[src/rtl/core/rhp_pkg.sv]
// Shared widths, sector codes and types of the RGB to HSV pixel unit.
package rhp_pkg;

    localparam int CH_W   = 8;
    localparam int HUE_W  = 9;
    localparam int SAT_W  = 8;
    localparam int DIFF_W = CH_W + 1;
    localparam int D60_W  = 16;
    localparam int NUM_W  = 17;
    localparam int QUO_W  = 9;

    localparam logic [HUE_W-1:0] HUE_MAX = HUE_W'(359);

    typedef logic [1:0] t_sector;

    localparam t_sector SEC_RED   = 2'd0;
    localparam t_sector SEC_GREEN = 2'd1;
    localparam t_sector SEC_BLUE  = 2'd2;

    typedef struct packed {
        logic            grey;
        logic [CH_W-1:0] value;
    } t_side;

endpackage

[src/rtl/core/rgb_to_hsv_pixel_unit.sv]
// Top level of the RGB to HSV pixel unit: sector decode, numerators and two dividers.
//
// This unit converts one 8-bit RGB pixel word per clock into hue (whole degrees,
// 0..359), saturation (floor of 255 * chroma / max) and value (the largest
// channel). A pixel is taken at any rising edge where start is high; busy is
// always low because the datapath is a fully pipelined chain with no feedback,
// so a new word may follow in every cycle. Each result appears on the output
// ports for exactly one cycle, flagged by o_valid, once the word has gone
// through three front stages (channel max/min and sector, chroma and scaled
// difference, hue and saturation numerators), nine stages of the two parallel
// restoring dividers (one quotient bit per stage, set by the 9-bit hue
// quotient), and one output register. Results leave in the order the pixels
// came in. The receiver cannot hold results off, so it must take every word in
// the cycle it is shown. Grey and black pixels give zero hue and saturation.
module rgb_to_hsv_pixel_unit (
    input  logic                          i_clk,
    input  logic                          i_rst_n,
    input  logic                          start,
    output logic                          busy,
    input  logic [rhp_pkg::CH_W-1:0]      i_red,
    input  logic [rhp_pkg::CH_W-1:0]      i_green,
    input  logic [rhp_pkg::CH_W-1:0]      i_blue,
    output logic                          o_valid,
    output logic [rhp_pkg::HUE_W-1:0]     o_hue,
    output logic [rhp_pkg::SAT_W-1:0]     o_saturation,
    output logic [rhp_pkg::CH_W-1:0]      o_value_level
);

    localparam int CH_W   = rhp_pkg::CH_W;
    localparam int DIFF_W = rhp_pkg::DIFF_W;
    localparam int D60_W  = rhp_pkg::D60_W;
    localparam int NUM_W  = rhp_pkg::NUM_W;
    localparam int QUO_W  = rhp_pkg::QUO_W;

    // The pipeline never stalls, so the unit is always ready for a new word.
    assign busy = 1'b0;

    // Stage 1: largest and smallest channel, the sector holding the maximum and
    // the signed difference of the two other channels.
    logic [CH_W-1:0]          n_s1_mx, n_s1_mn;
    rhp_pkg::t_sector         n_s1_sec;
    logic signed [DIFF_W-1:0] n_s1_diff;
    logic signed [DIFF_W-1:0] d_gb, d_br, d_rg;

    logic                     r_s1_valid;
    logic [CH_W-1:0]          r_s1_mx, r_s1_mn;
    rhp_pkg::t_sector         r_s1_sec;
    logic signed [DIFF_W-1:0] r_s1_diff;

    assign d_gb = $signed({1'b0, i_green}) - $signed({1'b0, i_blue});
    assign d_br = $signed({1'b0, i_blue})  - $signed({1'b0, i_red});
    assign d_rg = $signed({1'b0, i_red})   - $signed({1'b0, i_green});

    always_comb begin
        n_s1_mx = (i_red > i_green) ? i_red : i_green;
        if (i_blue > n_s1_mx) begin
            n_s1_mx = i_blue;
        end
        n_s1_mn = (i_red < i_green) ? i_red : i_green;
        if (i_blue < n_s1_mn) begin
            n_s1_mn = i_blue;
        end
        // Ties go to red first, then green, as the hue definition requires.
        if (i_red == n_s1_mx) begin
            n_s1_sec = rhp_pkg::SEC_RED;
        end else if (i_green == n_s1_mx) begin
            n_s1_sec = rhp_pkg::SEC_GREEN;
        end else begin
            n_s1_sec = rhp_pkg::SEC_BLUE;
        end
        case (n_s1_sec)
            rhp_pkg::SEC_RED:   n_s1_diff = d_gb;
            rhp_pkg::SEC_GREEN: n_s1_diff = d_br;
            default:            n_s1_diff = d_rg;
        endcase
    end

    always_ff @(posedge i_clk) begin
        if (!i_rst_n) begin
            r_s1_valid <= 1'b0;
        end else begin
            r_s1_valid <= start & ~busy;
        end
        r_s1_mx   <= n_s1_mx;
        r_s1_mn   <= n_s1_mn;
        r_s1_sec  <= n_s1_sec;
        r_s1_diff <= n_s1_diff;
    end

    // Stage 2: chroma and sixty times the channel difference (64x - 4x).
    logic [CH_W-1:0]         n_s2_d;
    logic signed [D60_W-1:0] n_s2_d60;

    logic                    r_s2_valid;
    logic [CH_W-1:0]         r_s2_mx, r_s2_d;
    rhp_pkg::t_sector        r_s2_sec;
    logic signed [D60_W-1:0] r_s2_d60;

    assign n_s2_d   = r_s1_mx - r_s1_mn;
    assign n_s2_d60 = (D60_W'(r_s1_diff) <<< 6) - (D60_W'(r_s1_diff) <<< 2);

    always_ff @(posedge i_clk) begin
        if (!i_rst_n) begin
            r_s2_valid <= 1'b0;
        end else begin
            r_s2_valid <= r_s1_valid;
        end
        r_s2_mx  <= r_s1_mx;
        r_s2_d   <= n_s2_d;
        r_s2_sec <= r_s1_sec;
        r_s2_d60 <= n_s2_d60;
    end

    // Stage 3: hue numerator, sector offset times chroma plus the scaled
    // difference, and saturation numerator 255 * chroma. Only the red sector can
    // go negative; it then wraps by a full turn of 360 * chroma.
    logic [NUM_W-1:0]        d_ext;
    logic [NUM_W-1:0]        n_s3_base;
    logic signed [NUM_W:0]   n_s3_hnum;
    logic [NUM_W-1:0]        n_s3_snum;

    logic                    r_s3_valid;
    logic [NUM_W-1:0]        r_s3_hnum, r_s3_snum;
    logic [CH_W-1:0]         r_s3_d;
    rhp_pkg::t_side          r_s3_side;

    assign d_ext = NUM_W'(r_s2_d);

    always_comb begin
        case (r_s2_sec)
            rhp_pkg::SEC_RED: begin
                n_s3_base = r_s2_d60[D60_W-1]
                          ? (d_ext << 8) + (d_ext << 6) + (d_ext << 5) + (d_ext << 3)
                          : '0;
            end
            rhp_pkg::SEC_GREEN: n_s3_base = (d_ext << 7) - (d_ext << 3);
            default:            n_s3_base = (d_ext << 8) - (d_ext << 4);
        endcase
    end

    assign n_s3_hnum = $signed({1'b0, n_s3_base}) + (NUM_W+1)'(r_s2_d60);
    assign n_s3_snum = (d_ext << 8) - d_ext;

    always_ff @(posedge i_clk) begin
        if (!i_rst_n) begin
            r_s3_valid <= 1'b0;
        end else begin
            r_s3_valid <= r_s2_valid;
        end
        r_s3_hnum       <= n_s3_hnum[NUM_W-1:0];
        r_s3_snum       <= n_s3_snum;
        r_s3_d          <= r_s2_d;
        r_s3_side.grey  <= (r_s2_d == '0);
        r_s3_side.value <= r_s2_mx;
    end

    // Dividers: hue by chroma and saturation by the maximum, side by side. A zero
    // divisor gives a meaningless quotient that the grey flag masks later.
    logic [QUO_W-1:0] hue_quo, sat_quo;

    rhp_div_pipe u_hue_div (
        .i_clk (i_clk),
        .i_num (r_s3_hnum),
        .i_den (r_s3_d),
        .o_quo (hue_quo)
    );

    rhp_div_pipe u_sat_div (
        .i_clk (i_clk),
        .i_num (r_s3_snum),
        .i_den (r_s3_side.value),
        .o_quo (sat_quo)
    );

    // Valid bit and the grey flag and value travel beside the dividers.
    logic           r_dv_valid [0:QUO_W-1];
    rhp_pkg::t_side r_dv_side  [0:QUO_W-1];

    always_ff @(posedge i_clk) begin
        if (!i_rst_n) begin
            for (int i = 0; i < QUO_W; i++) begin
                r_dv_valid[i] <= 1'b0;
            end
        end else begin
            r_dv_valid[0] <= r_s3_valid;
            for (int i = 1; i < QUO_W; i++) begin
                r_dv_valid[i] <= r_dv_valid[i-1];
            end
        end
        r_dv_side[0] <= r_s3_side;
        for (int i = 1; i < QUO_W; i++) begin
            r_dv_side[i] <= r_dv_side[i-1];
        end
    end

    // Output register: clamp hue to 359 and force zeros for grey pixels.
    rhp_pkg::t_side          side_out;
    logic [rhp_pkg::HUE_W-1:0] n_hue;
    logic [rhp_pkg::SAT_W-1:0] n_sat;

    logic                      r_out_valid;
    logic [rhp_pkg::HUE_W-1:0] r_hue;
    logic [rhp_pkg::SAT_W-1:0] r_sat;
    logic [CH_W-1:0]           r_value;

    assign side_out = r_dv_side[QUO_W-1];

    always_comb begin
        if (side_out.grey) begin
            n_hue = '0;
            n_sat = '0;
        end else begin
            n_hue = (hue_quo > rhp_pkg::HUE_MAX) ? rhp_pkg::HUE_MAX : hue_quo;
            n_sat = sat_quo[rhp_pkg::SAT_W-1:0];
        end
    end

    always_ff @(posedge i_clk) begin
        if (!i_rst_n) begin
            r_out_valid <= 1'b0;
        end else begin
            r_out_valid <= r_dv_valid[QUO_W-1];
        end
        r_hue   <= n_hue;
        r_sat   <= n_sat;
        r_value <= side_out.value;
    end

    assign o_valid       = r_out_valid;
    assign o_hue         = r_hue;
    assign o_saturation  = r_sat;
    assign o_value_level = r_value;

endmodule

[src/rtl/core/rhp_div_pipe.sv]
// Pipelined restoring divider: one quotient bit per register stage.
module rhp_div_pipe (
    input  logic                           i_clk,
    input  logic [rhp_pkg::NUM_W-1:0]      i_num,
    input  logic [rhp_pkg::CH_W-1:0]       i_den,
    output logic [rhp_pkg::QUO_W-1:0]      o_quo
);

    localparam int NUM_W = rhp_pkg::NUM_W;
    localparam int QUO_W = rhp_pkg::QUO_W;
    localparam int CH_W  = rhp_pkg::CH_W;

    logic [NUM_W-1:0] r_rem [0:QUO_W-2];
    logic [CH_W-1:0]  r_den [0:QUO_W-2];
    logic [QUO_W-1:0] r_quo [0:QUO_W-1];

    genvar k;
    generate
        for (k = 0; k < QUO_W; k++) begin : g_step
            logic [NUM_W-1:0] rem_in;
            logic [CH_W-1:0]  den_in;
            logic [QUO_W-1:0] quo_in;
            logic [NUM_W-1:0] trial;
            logic             take;
            logic [QUO_W-1:0] n_quo;

            if (k == 0) begin : g_first
                assign rem_in = i_num;
                assign den_in = i_den;
                assign quo_in = '0;
            end else begin : g_next
                assign rem_in = r_rem[k-1];
                assign den_in = r_den[k-1];
                assign quo_in = r_quo[k-1];
            end

            // The shifted divisor fits since the quotient is known to stay below 2^QUO_W.
            assign trial = {{(NUM_W-CH_W){1'b0}}, den_in} << (QUO_W-1-k);
            assign take  = (rem_in >= trial);
            assign n_quo = quo_in | (QUO_W'(take) << (QUO_W-1-k));

            always_ff @(posedge i_clk) begin
                r_quo[k] <= n_quo;
            end

            if (k < QUO_W-1) begin : g_carry
                logic [NUM_W-1:0] n_rem;

                assign n_rem = take ? (rem_in - trial) : rem_in;

                always_ff @(posedge i_clk) begin
                    r_rem[k] <= n_rem;
                    r_den[k] <= den_in;
                end
            end
        end
    endgenerate

    assign o_quo = r_quo[QUO_W-1];

endmodule
[config.mk]
export PLATFORM = sky130hd
export DESIGN_NAME = rgb_to_hsv_pixel_unit
export DESIGN_NICKNAME = d
export VERILOG_FILES = /design/src/rtl/core/rhp_pkg.sv /design/src/rtl/core/rgb_to_hsv_pixel_unit.sv /design/src/rtl/core/rhp_div_pipe.sv
export SDC_FILE = /design/constraint.sdc
export NUM_CORES = 1
export LEC_CHECK = 0
export ABC_CLOCK_PERIOD_IN_PS = 9300
export BUFFER_PORTS_ARGS = -buffer_cell sky130_fd_sc_hd__buf_2
export CAP_MARGIN = 40
export CORE_UTILIZATION = 50
export DETAILED_ROUTE_END_ITERATION = 10
export PLACE_DENSITY = 0.66
export SYNTH_ARGS = -nofsm -noshare
export SYNTH_HDL_FRONTEND = slang
export SYNTH_SLANG_ARGS = --single-unit
export TNS_END_PERCENT = 100
[constraint.sdc]
create_clock -name i_clk -period 9.3 [get_ports i_clk]
set_clock_uncertainty 0.15 [all_clocks]
set_input_delay 0.465 -clock i_clk [delete_from_list [all_inputs] [get_ports i_clk]]
set_output_delay 0.465 -clock i_clk [all_outputs]
set_load 0.03 [all_outputs]
# [After elaboration in Yosys (flattened, before gate mapping)]
# Memory sizes are Yosys's and may differ from the RTL's. A register that Yosys moved wholly into a read port is not among the register bits.
# Index checks and enable logic that the tools add are counted.
[classes] add_sub_neg=28 mul=0 n_div=0 magnitude_cmp=23 n_eq_ne=4 shifts=0 mux=37 n_bitwise=25 reduce_logical=5
[op_table] operator="2-to-1 mux 17 bit" n=17
[op_table] operator=">= comparator 17 x 10 -> 1 bit" n=2
[op_table] operator=">= comparator 17 x 11 -> 1 bit" n=2
[op_table] operator=">= comparator 17 x 12 -> 1 bit" n=2
[op_table] operator=">= comparator 17 x 13 -> 1 bit" n=2
[op_table] operator=">= comparator 17 x 14 -> 1 bit" n=2
[op_table] operator=">= comparator 17 x 15 -> 1 bit" n=2
[op_table] operator=">= comparator 17 x 16 -> 1 bit" n=2
[op_table] operator=">= comparator 17 x 8 -> 1 bit" n=2
[op_table] operator=">= comparator 17 x 9 -> 1 bit" n=2
[op_table] operator="one-hot mux 17 bit (2 select lines)" n=1
[op_table] operator="subtractor 17 x 10 -> 17 bit" n=2
[op_table] operator="subtractor 17 x 11 -> 17 bit" n=2
[op_table] operator="subtractor 17 x 12 -> 17 bit" n=2
[op_table] operator="subtractor 17 x 13 -> 17 bit" n=2
[op_table] operator="subtractor 17 x 14 -> 17 bit" n=2
[op_table] operator="subtractor 17 x 15 -> 17 bit" n=2
[op_table] operator="subtractor 17 x 16 -> 17 bit" n=2
[op_table] operator="subtractor 17 x 9 -> 17 bit" n=2
[op_table] operator="2-to-1 mux 8 bit" n=4
[op_table] operator="subtractor 15 x 11 -> 16 bit" n=2
[op_table] operator="subtractor 8 x 8 -> 9 bit" n=3
[op_table] operator="bitwise OR 9 x 1 -> 9 bit" n=2
[op_table] operator="bitwise OR 9 x 2 -> 9 bit" n=2
[op_table] operator="other kinds (27)" n=57
[word_totals] register_bits=132 latchBits=0 mem_bits_rw=652 rom_bits=0 inputBits=27 output_inout_bits=27 word_cells=149 memories=8
[memory_table] memory="u_hue_div.r_rem" words=8 width=17 read_ports=8 rd_ports_with_merged_regs=0 wr=8 line_no="rhp_div_pipe.sv:13" text="logic [NUM_W-1:0] r_rem [0:QUO_W-2];"
[memory_table] memory="u_sat_div.r_rem" words=8 width=17 read_ports=8 rd_ports_with_merged_regs=0 wr=8 line_no="rhp_div_pipe.sv:13"
[memory_table] memory="r_dv_side" words=9 width=9 read_ports=9 rd_ports_with_merged_regs=0 wr=9 line_no="rgb_to_hsv_pixel_unit.sv:177" text="rhp_pkg::t_side r_dv_side [0:QUO_W-1];"
[memory_table] memory="u_hue_div.r_quo" words=9 width=9 read_ports=9 rd_ports_with_merged_regs=0 wr=9 line_no="rhp_div_pipe.sv:15" text="logic [QUO_W-1:0] r_quo [0:QUO_W-1];"
[memory_table] memory="u_sat_div.r_quo" words=9 width=9 read_ports=9 rd_ports_with_merged_regs=1 wr=9 line_no="rhp_div_pipe.sv:15"
[memory_table] memory="u_hue_div.r_den" words=8 width=8 read_ports=8 rd_ports_with_merged_regs=0 wr=8 line_no="rhp_div_pipe.sv:14" text="logic [CH_W-1:0] r_den [0:QUO_W-2];"
[memory_table] memory="2 more memories"

# [Longest topological paths before layout]
# Gate-level depths: netlist of run 1.
[logic_depth] depth_word=9 ltp_mapped=21 depth_no_buf=19

# [Modules after synthesis]
# Synthesis of run 1 repeated with hierarchy kept, for this count alone.
[unflattened] hier_cells=2865 hier_area_um2=29144.2
[by_module_without_submodules] mod="rhp_div_pipe (u_sat_div)" n_inst=1 cells_per_inst=979 area_each_um2=9808.2 seq_area_each_um2=4904.7
[by_module_without_submodules] mod="rhp_div_pipe (u_hue_div)" n_inst=1 cells_per_inst=962 area_each_um2=9734.3 seq_area_each_um2=4904.7
[by_module_without_submodules] mod="rgb_to_hsv_pixel_unit" n_inst=1 cells_per_inst=924 area_each_um2=9601.7 seq_area_each_um2=4524.3

# [Worst setup path before layout of run 1]
# OpenSTA, ideal clock, no wires.
[synth_timing] path_type="input to register" startpoint="input port i_green[4] in the netlist's numbering" endpoint="register r_s1_diff[0]" setup_ps=72 arrival_time_ps=4675 t_required_ps=9078 path_slack_ps=4403 cell_stages=21 path_buffers=4 cell_sequence="clkbuf_1 > inv_1 > ha_1 > a21o_1 > a221o_1 > o21ai_4 > clkbuf_1 > nor2_1 > a21oi_1 > ha_1 > nand4_1 > nor2_1 > a211oi_1 > nor2_1 > and2_1 > clkbuf_1 > a221oi_1 > o22ai_1 > nor3_1 > buf_4 > mux2i_1"
[synth_between] elab_chain_len=9 word_cells_on_any_way=11 classes_between="2 x order compare; 3 x eq/ne; 5 x mux; 1 x reduce/logical"
[synth_rtl] item="start, declared" line_no="rgb_to_hsv_pixel_unit.sv:21" text="input logic [rhp_pkg::CH_W-1:0] i_green,"
[synth_rtl] item="> comparator 8 bit" line_no="rgb_to_hsv_pixel_unit.sv:55" text="n_s1_mx = (i_red > i_green) ? i_red : i_green;"
[synth_rtl] item="2-to-1 mux 8 bit" line_no="rgb_to_hsv_pixel_unit.sv:55"
[synth_rtl] item="> comparator 8 bit" line_no="rgb_to_hsv_pixel_unit.sv:56" text="if (i_blue > n_s1_mx) begin"
[synth_rtl] item="2-to-1 mux 8 bit" line_no="rgb_to_hsv_pixel_unit.sv:56"
[synth_rtl] item="== test 8 bit" line_no="rgb_to_hsv_pixel_unit.sv:66" text="end else if (i_green == n_s1_mx) begin"
[synth_rtl] item="2-to-1 mux 2 bit" line_no="rgb_to_hsv_pixel_unit.sv:66"
[synth_rtl] item="2-to-1 mux 2 bit *" line_no="rgb_to_hsv_pixel_unit.sv:64" text="if (i_red == n_s1_mx) begin"
[synth_rtl] item="== test 2 x 1 -> 1 bit / zero test 2 bit (equally long branches)" line_no="rgb_to_hsv_pixel_unit.sv:71" text="case (n_s1_sec)"
[synth_rtl] item="one-hot mux 9 bit (2 select lines) *" line_no="rgb_to_hsv_pixel_unit.sv:71"
[synth_rtl] item="named net n_s1_diff[0]" line_no="rgb_to_hsv_pixel_unit.sv:42" text="logic signed [DIFF_W-1:0] n_s1_diff;"
[synth_rtl] item="end signal, assigned" line_no="rgb_to_hsv_pixel_unit.sv:87" text="r_s1_diff <= n_s1_diff;"
[synth_rtl] item="end, declared" line_no="rgb_to_hsv_pixel_unit.sv:48" text="logic signed [DIFF_W-1:0] r_s1_diff;"
# The timed path passes the listed nets; every way through them passes the cells marked *.
# A chain may end at the register's enable or synchronous reset.

# [Final worst setup path of run 1]
[layout_timing] startpoint="register r_s2_d[3]" endpoint="register r_s3_hnum[16]"
[layout_between] elab_chain_len=6 word_cells_on_any_way=8 classes_between="6 x add/sub; 2 x mux"
[layout_rtl] item="start, declared" line_no="rgb_to_hsv_pixel_unit.sv:95" text="logic [CH_W-1:0] r_s2_mx, r_s2_d;"
[layout_rtl] item="start signal, assigned" line_no="rgb_to_hsv_pixel_unit.sv:109" text="r_s2_d <= n_s2_d;"
[layout_rtl] item="adder 16 x 14 -> 17 bit" line_no="rgb_to_hsv_pixel_unit.sv:133" text="? (d_ext << 8) + (d_ext << 6) + (d_ext << 5) + (d_ext << 3)"
[layout_rtl] item="adder 17 x 13 -> 17 bit" line_no="rgb_to_hsv_pixel_unit.sv:133"
[layout_rtl] item="adder 17 x 11 -> 17 bit" line_no="rgb_to_hsv_pixel_unit.sv:133"
[layout_rtl] item="2-to-1 mux 17 bit" line_no="rgb_to_hsv_pixel_unit.sv:133"
[layout_rtl] item="one-hot mux 17 bit (2 select lines) *" line_no="rgb_to_hsv_pixel_unit.sv:130" text="case (r_s2_sec)"
[layout_rtl] item="adder 17 x 16 -> 17 bit *" line_no="rgb_to_hsv_pixel_unit.sv:141" text="assign n_s3_hnum = $signed({1'b0, n_s3_base}) + (NUM_W+1)'(r_s2_d60);"
[layout_rtl] item="named net n_s3_hnum[16]" line_no="rgb_to_hsv_pixel_unit.sv:119" text="logic signed [NUM_W:0] n_s3_hnum;"
[layout_rtl] item="end signal, assigned" line_no="rgb_to_hsv_pixel_unit.sv:150" text="r_s3_hnum <= n_s3_hnum[NUM_W-1:0];"
[layout_rtl] item="end, declared" line_no="rgb_to_hsv_pixel_unit.sv:123" text="logic [NUM_W-1:0] r_s3_hnum, r_s3_snum;"
# Marks and branches as above.

==> metrics.md, run 1 <==
| Metric | Value |
|---|---|
| Ports | 54 |
| Core occupancy in the finished layout | 57.2% |
| Nature of the critical path endpoint | flop |
| Worst-path clk slew | approximately 60 ps |
| Clock latency of the later-clocked register in the worst-skew pair | 610 ps |
| Largest net degree at the start of global routing | 25 |
| Final routed wirelength across all metal layers | around 52000 um |
| Worst hold slack | 94.1 ps |
| Total cell area at the placement stage | about 27000 sq um |
| Library cells used by synthesis | between 70 and 80 |
| Detailed router's first-iteration violation count | around 650 |
| Average cell area after synthesis | around 10 sq um |
| Inserted Clock Buffers | 60 |
| Reg-to-reg slack, setup | 4050 ps |
| Sequential area share after synthesis | between 40% and 50% |
| DR WL/cell | 14.9 um |
| Number of vias per cell after detailed routing | roughly 5.2 |
| Floorplan die height | 231 um |
| Std-Cell Rows | 83 |
| Area of the core | slightly above 50000 sq um |
| Master cell of the clock root buffer | clkbuf_16 |
| Vias in the first global route | roughly 19000 |
| DRC violation count after routing | 0 |
| Synthesis-stage register bit count | 620 |
| Instance count of the mapped netlist | about 2700 |
| Clock tree from TritonCTS | built |
| Post-synth EDFFs | 0 |
| Required time at the worst-slack endpoint | 9650 ps |
| Worst-path maximum fanout | 15 |
| Diode count | 0 |
| Share of layout cells above drive strength 1 | between 7 and 8% |
| Detail Placement HPWL | a little over 40000 um |
| Detail Route Antenna Nets | 0 |
| TritonRoute pass-1 iters | 7 |
| Pins over their slew limit | 0 |
| Final hold violations | 0 |
| Startpoint type of the worst setup path | flop |
| Worst Setup Path Type | flop to flop |
| Post-Synthesis Cell Area | between 20000 and 30000 sq um |
| NumNets Final | 3024 |
| Effective utilization at floorplan | approximately 51% |
| Time the final worst path needs with I/O delays and setup | about 5300 ps |
| Count of instances resized after the clock tree is built | 0 |
| Num Clock Sinks | between 600 and 700 |
| Number of buffers on the longest clock path | 3 |
| Cells on Worst Hold Path | 3 |
| Worst max-slew margin expressed relative to the limit | between 30% and 40% |
| Cell depth of the worst flop-to-flop path | 17 |
| Setup violators final | 0 |
| Run status | completed |
| Synth warnings | 0 |
| IO buf count | 52 |
| Number of antenna violations at the first check in global routing | 0 |
| Period utilisation layout | around 57% |
| Unrepaired setup endpoints after global routing | no |
| Share of synthesized flip-flops with an asynchronous set or reset | 0% |
| Number of vias after detailed routing | about 18000 |
| P&R area growth vs syn | 12.3% |
| Number of levels in the clock H-tree | 2 |
| Maximum clock frequency | approximately 0.19 GHz |
| Arrival time of the worst setup path | about 5600 ps |
| Slew at the pin with the worst max-slew slack | around 900 ps |
| Fin area | 29500 sq um |
| Worst hold path type | primary input to flop |
| Launch instance of the worst min-delay path | i_blue[0] |
| Max-cap viol count | 0 |
| Reg-to-reg critical path startpoint | r_s2_d[3] |
| Global route overflow | 0 |
| Primary FF master, synth | dfxtp_1 |
| Global router's overall resource usage | just under 20% |
| Die Outline Area | about 53000 sq um |
| First-pass GRT wire length | between 80000 and 90000 um |
| Hold Crit Endpoint | r_s1_diff[0] |
| Fin Setup TNS | 0 ps |
| Horizontal die dimension | 231 um |
| End of the worst register-to-register path | r_s3_hnum[16] |
| Global placement routability congestion | between 0.8 and 0.9 |
-- flip-flops by register name, summed over array words and instances (netlist names), 15 cells and up --
| name | count |
|---|---|
| u_hue_div.r_den | 56 |
| u_sat_div.r_den | 56 |
| u_sat_div.r_quo | 36 |
| u_hue_div.r_rem | 121 |
| u_sat_div.r_rem | 136 |
| u_hue_div.r_quo | 45 |
| r_dv_side | 25 |
| r_s3_hnum | 15 |
| r_s3_snum | 16 |
-- cells by family after synthesis --
kind of cell,share of synthesized area (%)
XOR/XNOR,6.57
adder cells (fa/ha/maj),13.6
buffers and inverters,4.59
flip-flops,47.3
AO/OA/AOI/OAI,12.3
AND/OR/NAND/NOR,13.0
multiplexers,2.63
other,0.0143
-- per-layer routing --
| layer | track usage [%] | wire, um | up-vias |
|---|---|---|---|
| met3 | 3.31 | 1810 | 148 |
| met1 | 20.2 | 20500 | 8171 |
| li1 | - | - | 9202 |
| met4 | 9.79 | 2390 | 0 |
| met5 | 0 | 0 | - |
| met2 | 38.5 | 27000 | 340 |
-- cell usage in the layout, fill, tap and decap left out, drive strengths merged, types with 43 or more instances in the layout --
cell type | netlist | final
clkbuf | 38 | 79
buf | 6 | 60
inv | 272 | 276
nand2b | 43 | 43
ha | 234 | 234
a21o | 66 | 66
dfxtp | 620 | 620
xnor2 | 119 | 119
o21ai | 140 | 140
nor2 | 173 | 173
a21oi | 136 | 136
xor2 | 78 | 78
nand2 | 156 | 156
nor2b | 71 | 71
-- synth_stat cells, drive strengths merged, types with 5 or more instances --
library cell / n / area, sq um
a211oi: 15 / 113
dfxtp: 620 / 12400
a221oi: 11 / 103
xor2: 78 / 683
nor4: 31 / 194
clkbuf: 38 / 143
a21o: 66 / 495
nand2: 156 / 586
xnor2: 119 / 1040
o31ai: 24 / 180
buf: 6 / 41.3
nor2: 173 / 652
mux2: 24 / 270
fa: 32 / 641
nor4b: 7 / 61.3
or4: 9 / 67.6
and3: 9 / 56.3
nand3b: 7 / 52.6
o211ai: 5 / 37.5
or2: 12 / 75.1
a31oi: 13 / 81.3
nand2b: 43 / 269
o41ai: 7 / 61.3
o21a: 19 / 143
and4: 5 / 43.8
a21boi: 28 / 210
mux2i: 42 / 420
nor3: 37 / 190
inv: 272 / 1020
o22ai: 5 / 31.3
or3: 22 / 138
o21bai: 7 / 52.6
nor2b: 71 / 444
a21oi: 136 / 681
and2: 27 / 169
nand4: 30 / 188
o21ai: 140 / 712
nand3: 19 / 95.1
ha: 234 / 2930
-- critical path: stages, from the launching register on --
cell and delay, ps:
dfxtp_1 720, inv_1 200, fa_1 550, inv_1 60, fa_1 510, fa_1 470
a21o_1 170, a21oi_1 210, nor2b_1 70, o21ai_0 220, nor2b_1 190, xnor2_1 70
a221oi_1 260, a21oi_1 100, ha_1 300, o41ai_1 530, o21ai_0 190, xor2_1 160
-- layout make-up --
type | instances | area, sq um
clock buffer | 79 | 1730
clock inverter | 32 | 485
fill | 4361 | 22100
inverter | 272 | 1020
multi-input combinational | 1715 | 12700
sequential | 620 | 12400
tap | 680 | 851
timing repair buffer | 62 | 340
-- how the worst max path moves through the flow --
stage / slack, ps / start / end / cells after the start
6_report: 4050 / r_s2_d[3] / r_s3_hnum[16] / 17
5_1_grt: 3680 / r_s2_d[3] / r_s3_hnum[16] / 17
4_1_cts: 4040 / r_s2_d[3] / r_s3_hnum[16] / 17
3_5_place_dp: 3710 / i_green[5] / r_s1_diff[1] / 20
3_3_place_gp: 3260 / i_green[5] / r_s1_diff[1] / 19
2_1_floorplan: 4400 / i_green[4] / r_s1_diff[0] / 21
-- timing repair --
item | in CTS | in global routing
setup endpoints to repair | 0 | 0
buffers inserted | 0 | 0
hold buffers | 2 | 0
hold endpoints to repair | 5 | 0
-- through the flow --
stage | std cells | setup slack [ps]
finish | 3460 | 4050
global route | 3460 | 3680
CTS | 3459 | 4040
detailed placement | 3346 | 3710
global placement | 3344 | 3260
floorplan | 2651 | 4400
Power of run 1 is left out: the tool's default activity adds up to more than one toggle a clock period on the data nets, which glitch-free logic cannot reach.
==> run 2: changes to the inputs <==
--- a/config.mk
+++ b/config.mk
@@ -5,12 +5,12 @@
 export SDC_FILE = /design/constraint.sdc
 export NUM_CORES = 1
 export LEC_CHECK = 0
-export ABC_CLOCK_PERIOD_IN_PS = 9300
+export ABC_CLOCK_PERIOD_IN_PS = 4400
 export BUFFER_PORTS_ARGS = -buffer_cell sky130_fd_sc_hd__buf_2
 export CAP_MARGIN = 40
 export CORE_UTILIZATION = 50
 export DETAILED_ROUTE_END_ITERATION = 10
-export PLACE_DENSITY = 0.66
+export PLACE_DENSITY = 0.68
 export SYNTH_ARGS = -nofsm -noshare
 export SYNTH_HDL_FRONTEND = slang
 export SYNTH_SLANG_ARGS = --single-unit
==> constraint.sdc (replaced) <==
create_clock -name i_clk -period 4.4 [get_ports i_clk]
set_clock_uncertainty 0.15 [all_clocks]
set_input_delay 0.22 -clock i_clk [delete_from_list [all_inputs] [get_ports i_clk]]
set_output_delay 0.22 -clock i_clk [all_outputs]
set_load 0.03 [all_outputs]
==> metrics.md, run 2 (same netlist as run 1, synthesis figures left out) <==
| Metric | Value |
|---|---|
| TritonRoute pass-1 iters | 5 |
| Maximum clock frequency | between 0.2 and 0.25 GHz |
| Reg-to-reg critical path startpoint | r_s2_d[2] |
| Period utilisation layout | a little over nine tenths |
| Required time at the worst-slack endpoint | 4740 ps |
| Worst path most repeated cell | buf_4 |
| Detail Route Antenna Nets | 0 |
| Clock tree from TritonCTS | built |
| Inserted Clock Buffers | 60 |
| Family with the most delay on the worst path | buffers and inverters |
| Std-Cell Rows | between 80 and 90 |
| Detail Placement HPWL | roughly 41000 um |
| Master cell of the clock root buffer | clkbuf_16 |
| Global placement routability congestion | 0.897 |
| Diode count | 0 |
| Number of vias after detailed routing | 18300 |
| WP buf/inv | 7 |
| Startpoint type of the worst setup path | primary input |
| Max-cap viol count | 0 |
| Run status | completed |
| Worst hold path type | primary input to flop |
| Number of flip-flops in the largest register | between 100 and 150 |
| Nature of the critical path endpoint | flop |
| Global route overflow | 0 |
| Largest net degree at the start of global routing | 23 |
| Number of levels in the clock H-tree | 2 |
| First-pass GRT wire length | about 88000 um |
| Final routed wirelength across all metal layers | approximately 53000 um |
| DRC violation count after routing | 0 |
| Global router's overall resource usage | between 20% and 30% |
| Clock latency of the later-clocked register in the worst-skew pair | between 600 and 700 ps |
| Vias in the first global route | about 19000 |
| Worst max-slew margin expressed relative to the limit | 47.7% |
| IO buf count | 52 |
| Cell-by-cell trace of the critical path | dlygate4sd3_1 -> buf_2 -> ha_2 -> nand3b_1 -> a211oi_4 -> o21ai_4 -> buf_12 -> nor2_2 -> a21oi_2 -> ha_1 -> nor2b_1 -> o211ai_1 -> a211oi_4 -> or2_4 -> buf_4 -> nand2_1 -> buf_4 -> a21oi_1 -> a2111oi_4 -> buf_4 -> buf_4 -> mux2i_1 -> mux2_2 |
| Arrival time of the worst setup path | 4560 ps |
| Ports | 54 |
| Launch instance of the worst min-delay path | i_red[2] |
| Slowest CP cell | dlygate4sd3_1 |
| Slew at the pin with the worst max-slew slack | 783 ps |
| NumNets Final | just over 3000 |
| Cells on Worst Hold Path | 4 |
| DR WL/cell | around 15 um |
| Worst Setup Path Type | primary input to flop |
| Share of layout cells above drive strength 1 | between 10% and 20% |
| Number of vias per cell after detailed routing | 5.15 |
| First element of the critical path | i_green[0] |
| Effective utilization at floorplan | approximately half |
| Area of the core | about 52000 sq um |
| Worst-path clk slew | 60 ps |
| Highest-count cells in the layout ignoring fill and taps | dfxtp_1, inv_1, ha_1 |
| Largest register by flop count | u_sat_div.r_rem |
| Time the final worst path needs with I/O delays and setup | around 4200 ps |
| Post-placement cell count | between 3000 and 4000 |
| Pins over their slew limit | 0 |
| P&R area growth vs syn | 15.2% |
| Die Outline Area | 53400 sq um |
| Critical Path Stages | 23 |
| Horizontal die dimension | 231 um |
| Number of buffers on the longest clock path | 3 |
| Detailed router's first-iteration violation count | about 780 |
| Worst-path maximum fanout | 18 |
| Number of antenna violations at the first check in global routing | 0 |
| Setup violators final | 0 |
| Top flop regs | u_sat_div.r_rem x136, u_hue_div.r_rem x121 |
| Final non-filler cell total | ~3600 |
| Num Clock Sinks | 620 |
| CP max stage delay | around 530 ps |
| Most common cell after layout, fill and taps aside | dfxtp_1 |
| Final hold violations | 0 |
| Cell depth of the worst flop-to-flop path | 16 |
| Floorplan die height | between 200 and 250 um |
[run 2: worst paths after layout]
check	slack (ps)	end
worst max-delay path	180	r_s1_diff[1]
worst min-delay path	40	r_s1_mn[2]
worst max register to register	210	r_s3_hnum[15]
worst min register to register	170	r_s3_side[2]
[run 2: tightest hold or removal path: cells and delay by family]
kind / cells / cell delay, ps
muxes: 2 / 280
buffers and inverters: 2 / 250
[run 2: what timing repair did]
action                                  CTS  global route
gates resized for setup                   2            26
buffers inserted                          0             8
endpoints found under the setup margin    2            15
pin swaps                                 0            20
hold endpoints to repair                 28             0
hold buffers                             18             0
[run 2: per-stage QoR]
stage	hold WS (ps)	util (%)	cell area, sq um	setup TNS, ps	setup slack [ps]
final	39.7	58.6	30300	0	185
after CTS	12.6	58.3	30100	-5.00	-5.00
after global routing	24.9	58.6	30300	-17.3	-17.3
after detailed placement	162	54.0	27900	-2720	-314
after global placement	160	54.0	27900	-2400	-265
after floorplan	160	-	26300	-58.6	-58.6
[run 2: layout make-up]
cell class / count / area (sq um)
fillers: 4320 / 21400
clock inverters: 31 / 403
clock buffers: 77 / 1640
repair buffers: 157 / 1140
well taps: 680 / 851
flip-flops and latches: 620 / 12400
inverters: 272 / 1020
multi-input cells: 1715 / 12800
[run 2: per-layer routing]
| layer | track usage [%] | vias to the layer above | part of all wire [%] |
|---|---|---|---|
| li1 | - | 9368 | - |
| met1 | 20.7 | 8429 | 40 |
| met2 | 38.9 | 352 | 51 |
| met3 | 3.65 | 156 | 4.2 |
| met4 | 9.77 | 0 | 4.7 |
| met5 | 0 | - | 0 |
Power of run 2 is left out for the same reason.
==> run 3: changes to the inputs <==
--- a/config.mk
+++ b/config.mk
@@ -5,12 +5,14 @@
 export SDC_FILE = /design/constraint.sdc
 export NUM_CORES = 1
 export LEC_CHECK = 0
-export ABC_CLOCK_PERIOD_IN_PS = 4400
+export ABC_CLOCK_PERIOD_IN_PS = 3800
 export BUFFER_PORTS_ARGS = -buffer_cell sky130_fd_sc_hd__buf_2
 export CAP_MARGIN = 40
 export CORE_UTILIZATION = 50
+export CTS_CLUSTER_DIAMETER = 40
 export DETAILED_ROUTE_END_ITERATION = 10
 export PLACE_DENSITY = 0.68
+export REMOVE_ABC_BUFFERS = 1
 export SYNTH_ARGS = -nofsm -noshare
 export SYNTH_HDL_FRONTEND = slang
 export SYNTH_SLANG_ARGS = --single-unit
==> constraint.sdc (replaced) <==
create_clock -name i_clk -period 3.8 [get_ports i_clk]
set_clock_uncertainty 0.15 [all_clocks]
set_input_delay 0.19 -clock i_clk [delete_from_list [all_inputs] [get_ports i_clk]]
set_output_delay 0.19 -clock i_clk [all_outputs]
set_load 0.03 [all_outputs]
==> metrics.md, run 3 (same netlist as run 1, synthesis figures left out) <==
| Metric | Value |
|---|---|
| Num Clock Sinks | between 600 and 700 |
| Std-Cell Rows | a little over 80 |
| Global placement routability congestion | slightly above 0.9 |
| Die Outline Area | 53400 sq um |
| Cell depth of the worst flop-to-flop path | 18 |
| Area of the core | approximately 52000 sq um |
| Hold Crit Endpoint | r_s1_mn[4] |
| NumNets Final | about 3200 |
| Reg-to-reg critical path startpoint | r_s2_d[3] |
| IO buf count | between 50 and 60 |
| Detail Route Antenna Nets | 0 |
| Detail Placement HPWL | 41500 um |
| Worst-path clk slew | roughly 60 ps |
| P&R area growth vs syn | 22.9% |
| Number of antenna violations at the first check in global routing | 0 |
| Vias in the first global route | just under 20000 |
| Pins over their slew limit | 0 |
| Number of vias after detailed routing | 19000 |
| Final routed wirelength across all metal layers | ~55000 um |
| Effective utilization at floorplan | between 50% and 60% |
| Number of vias per cell after detailed routing | 5.15 |
| Number of flip-flops in the largest register | around 140 |
| Detailed router's first-iteration violation count | ~850 |
| DR WL/cell | ~15 um |
| DRC violation count after routing | 0 |
| Worst-path maximum fanout | 3 |
| Required time at the worst-slack endpoint | about 4100 ps |
| Floorplan die height | roughly 230 um |
| Most common cell after layout, fill and taps aside | dfxtp_1 |
| Horizontal die dimension | 231 um |
| Diode count | 0 |
| Worst max-slew margin expressed relative to the limit | between 40 and 50% |
| Share of layout cells above drive strength 1 | between 15 and 20% |
| Time the final worst path needs with I/O delays and setup | ~4200 ps |
| Largest net degree at the start of global routing | 20 |
| Worst hold slack | -36.5 ps |
| Final hold violations | 1 |
| Highest-count cells in the layout ignoring fill and taps | dfxtp_1, inv_1, ha_1 |
| Top flop regs | u_sat_div.r_rem x136, u_hue_div.r_rem x121 |
| First-pass GRT wire length | 91600 um |
| Fin worst setup slack | -430 ps |
| Fillers | 4072 |
| Worst Setup Path Type | flop to flop |
| End of the worst register-to-register path | r_s3_hnum[15] |
| Master cell of the clock root buffer | clkbuf_16 |
| Run status | finished, violations left |
| Largest register by flop count | u_sat_div.r_rem |
| Inserted Clock Buffers | 81 |
| Unrepaired setup endpoints after global routing | yes |
| Period utilisation layout | 111% |
| Global router's overall resource usage | a little over a fifth |
| Clock latency of the later-clocked register in the worst-skew pair | 610 ps |
| Worst hold path type | primary input to flop |
| TritonRoute pass-1 iters | 7 |
| Max-cap viol count | 0 |
| Slew at the pin with the worst max-slew slack | between 800 and 900 ps |
| Launch instance of the worst min-delay path | i_red[4] |
| Cells on Worst Hold Path | 4 |
| Ports | 54 |
| Number of levels in the clock H-tree | 3 |
| Nature of the critical path endpoint | flop |
| Reg-to-reg slack, setup | -430 ps |
| Global route overflow | 0 |
| Arrival time of the worst setup path | roughly 4600 ps |
| Setup violators final | 16 |
| Clock tree from TritonCTS | built |
| Maximum clock frequency | 0.236 GHz |
| Number of buffers on the longest clock path | 3 |
| Startpoint type of the worst setup path | flop |
| Failing checks | negative hold slack, negative setup slack |
## run 3: cell types whose count changed in the layout (fill, tap and decap cells not counted), sizes merged
cell,previous run,this run
clkinv,16,14
clkbuf,77,101
buf,139,239
bufinv,8,4
dlygate4sd3,17,16
inv,276,291
clkinvlp,3,10
## run 3: metal layers
| layer | routed length, um | GRT usage, % |
|---|---|---|
| met5 | 0 | 0 |
| met4 | 2090 | 10.0 |
| met3 | 1780 | 3.27 |
| met2 | 29300 | 41.2 |
| met1 | 21900 | 21.5 |
## run 3: final cells by class
| cell class | count | area, sq um | share of cell area (%) |
|---|---|---|---|
| Timing Repair Buffer | 256 | 2030 | 6.31 |
| Tap cell | 680 | 851 | 2.64 |
| Clock inverter | 47 | 502 | 1.56 |
| Inverter | 272 | 1040 | 3.22 |
| Clock buffer | 101 | 2260 | 7.02 |
| Multi-Input combinational cell | 1715 | 13100 | 40.8 |
| Sequential cell | 620 | 12400 | 38.5 |
## run 3: metrics by stage
stage | TNS (ps) | setup WS [ps] | utilization [%] | instance area [sq um] | std cells
4_1_cts | -1290 | -457 | 61.6 | 31800 | 3671
5_1_grt | -5300 | -583 | 62.5 | 32300 | 3691
3_5_place_dp | -10840 | -832 | 54.9 | 28300 | 3486
6_report | -2890 | -430 | 62.5 | 32300 | 3691
3_3_place_gp | -9770 | -787 | 54.9 | 28300 | 3486
2_1_floorplan | -17490 | -1390 | - | 26100 | 2607
## run 3: worst max path at each step
stage / cells past startpoint / slack [ps] / start / to
final: 18 / -430 / r_s2_d[3] / r_s3_hnum[15]
after detailed placement: 22 / -830 / i_green[6] / r_s1_diff[3]
after floorplan: 17 / -1390 / i_green[6] / r_s1_diff[0]
after CTS: 18 / -460 / r_s2_d[3] / r_s3_hnum[16]
after global placement: 22 / -790 / i_green[6] / r_s1_diff[5]
after global routing: 19 / -580 / r_s2_d[3] / r_s3_hnum[16]
## run 3: what timing repair did
| item | CTS | global route |
|---|---|---|
| setup buffers | 17 | 21 |
| setup endpoints to repair | 16 | 25 |
| hold endpoints to repair | 28 | 1 |
| gates cloned | 2 | 0 |
| pin swaps | 38 | 39 |
| resized for setup | 68 | 82 |
| hold buffers | 18 | 1 |
## run 3: worst max-delay path, stage by stage (launching register included)
cell and delay, ps:
dfxtp_2 340, inv_2 50, fa_1 540, inv_2 40
fa_1 490, fa_2 370, a21o_1 200, a21oi_2 140
nor2b_1 60, o21ai_1 180, nor2b_4 200, xnor2_2 70
a221oi_2 230, a21oi_1 90, ha_2 240, buf_6 140
buf_6 110, o41ai_4 320, xnor2_1 120
Power of run 3 is left out for the same reason.
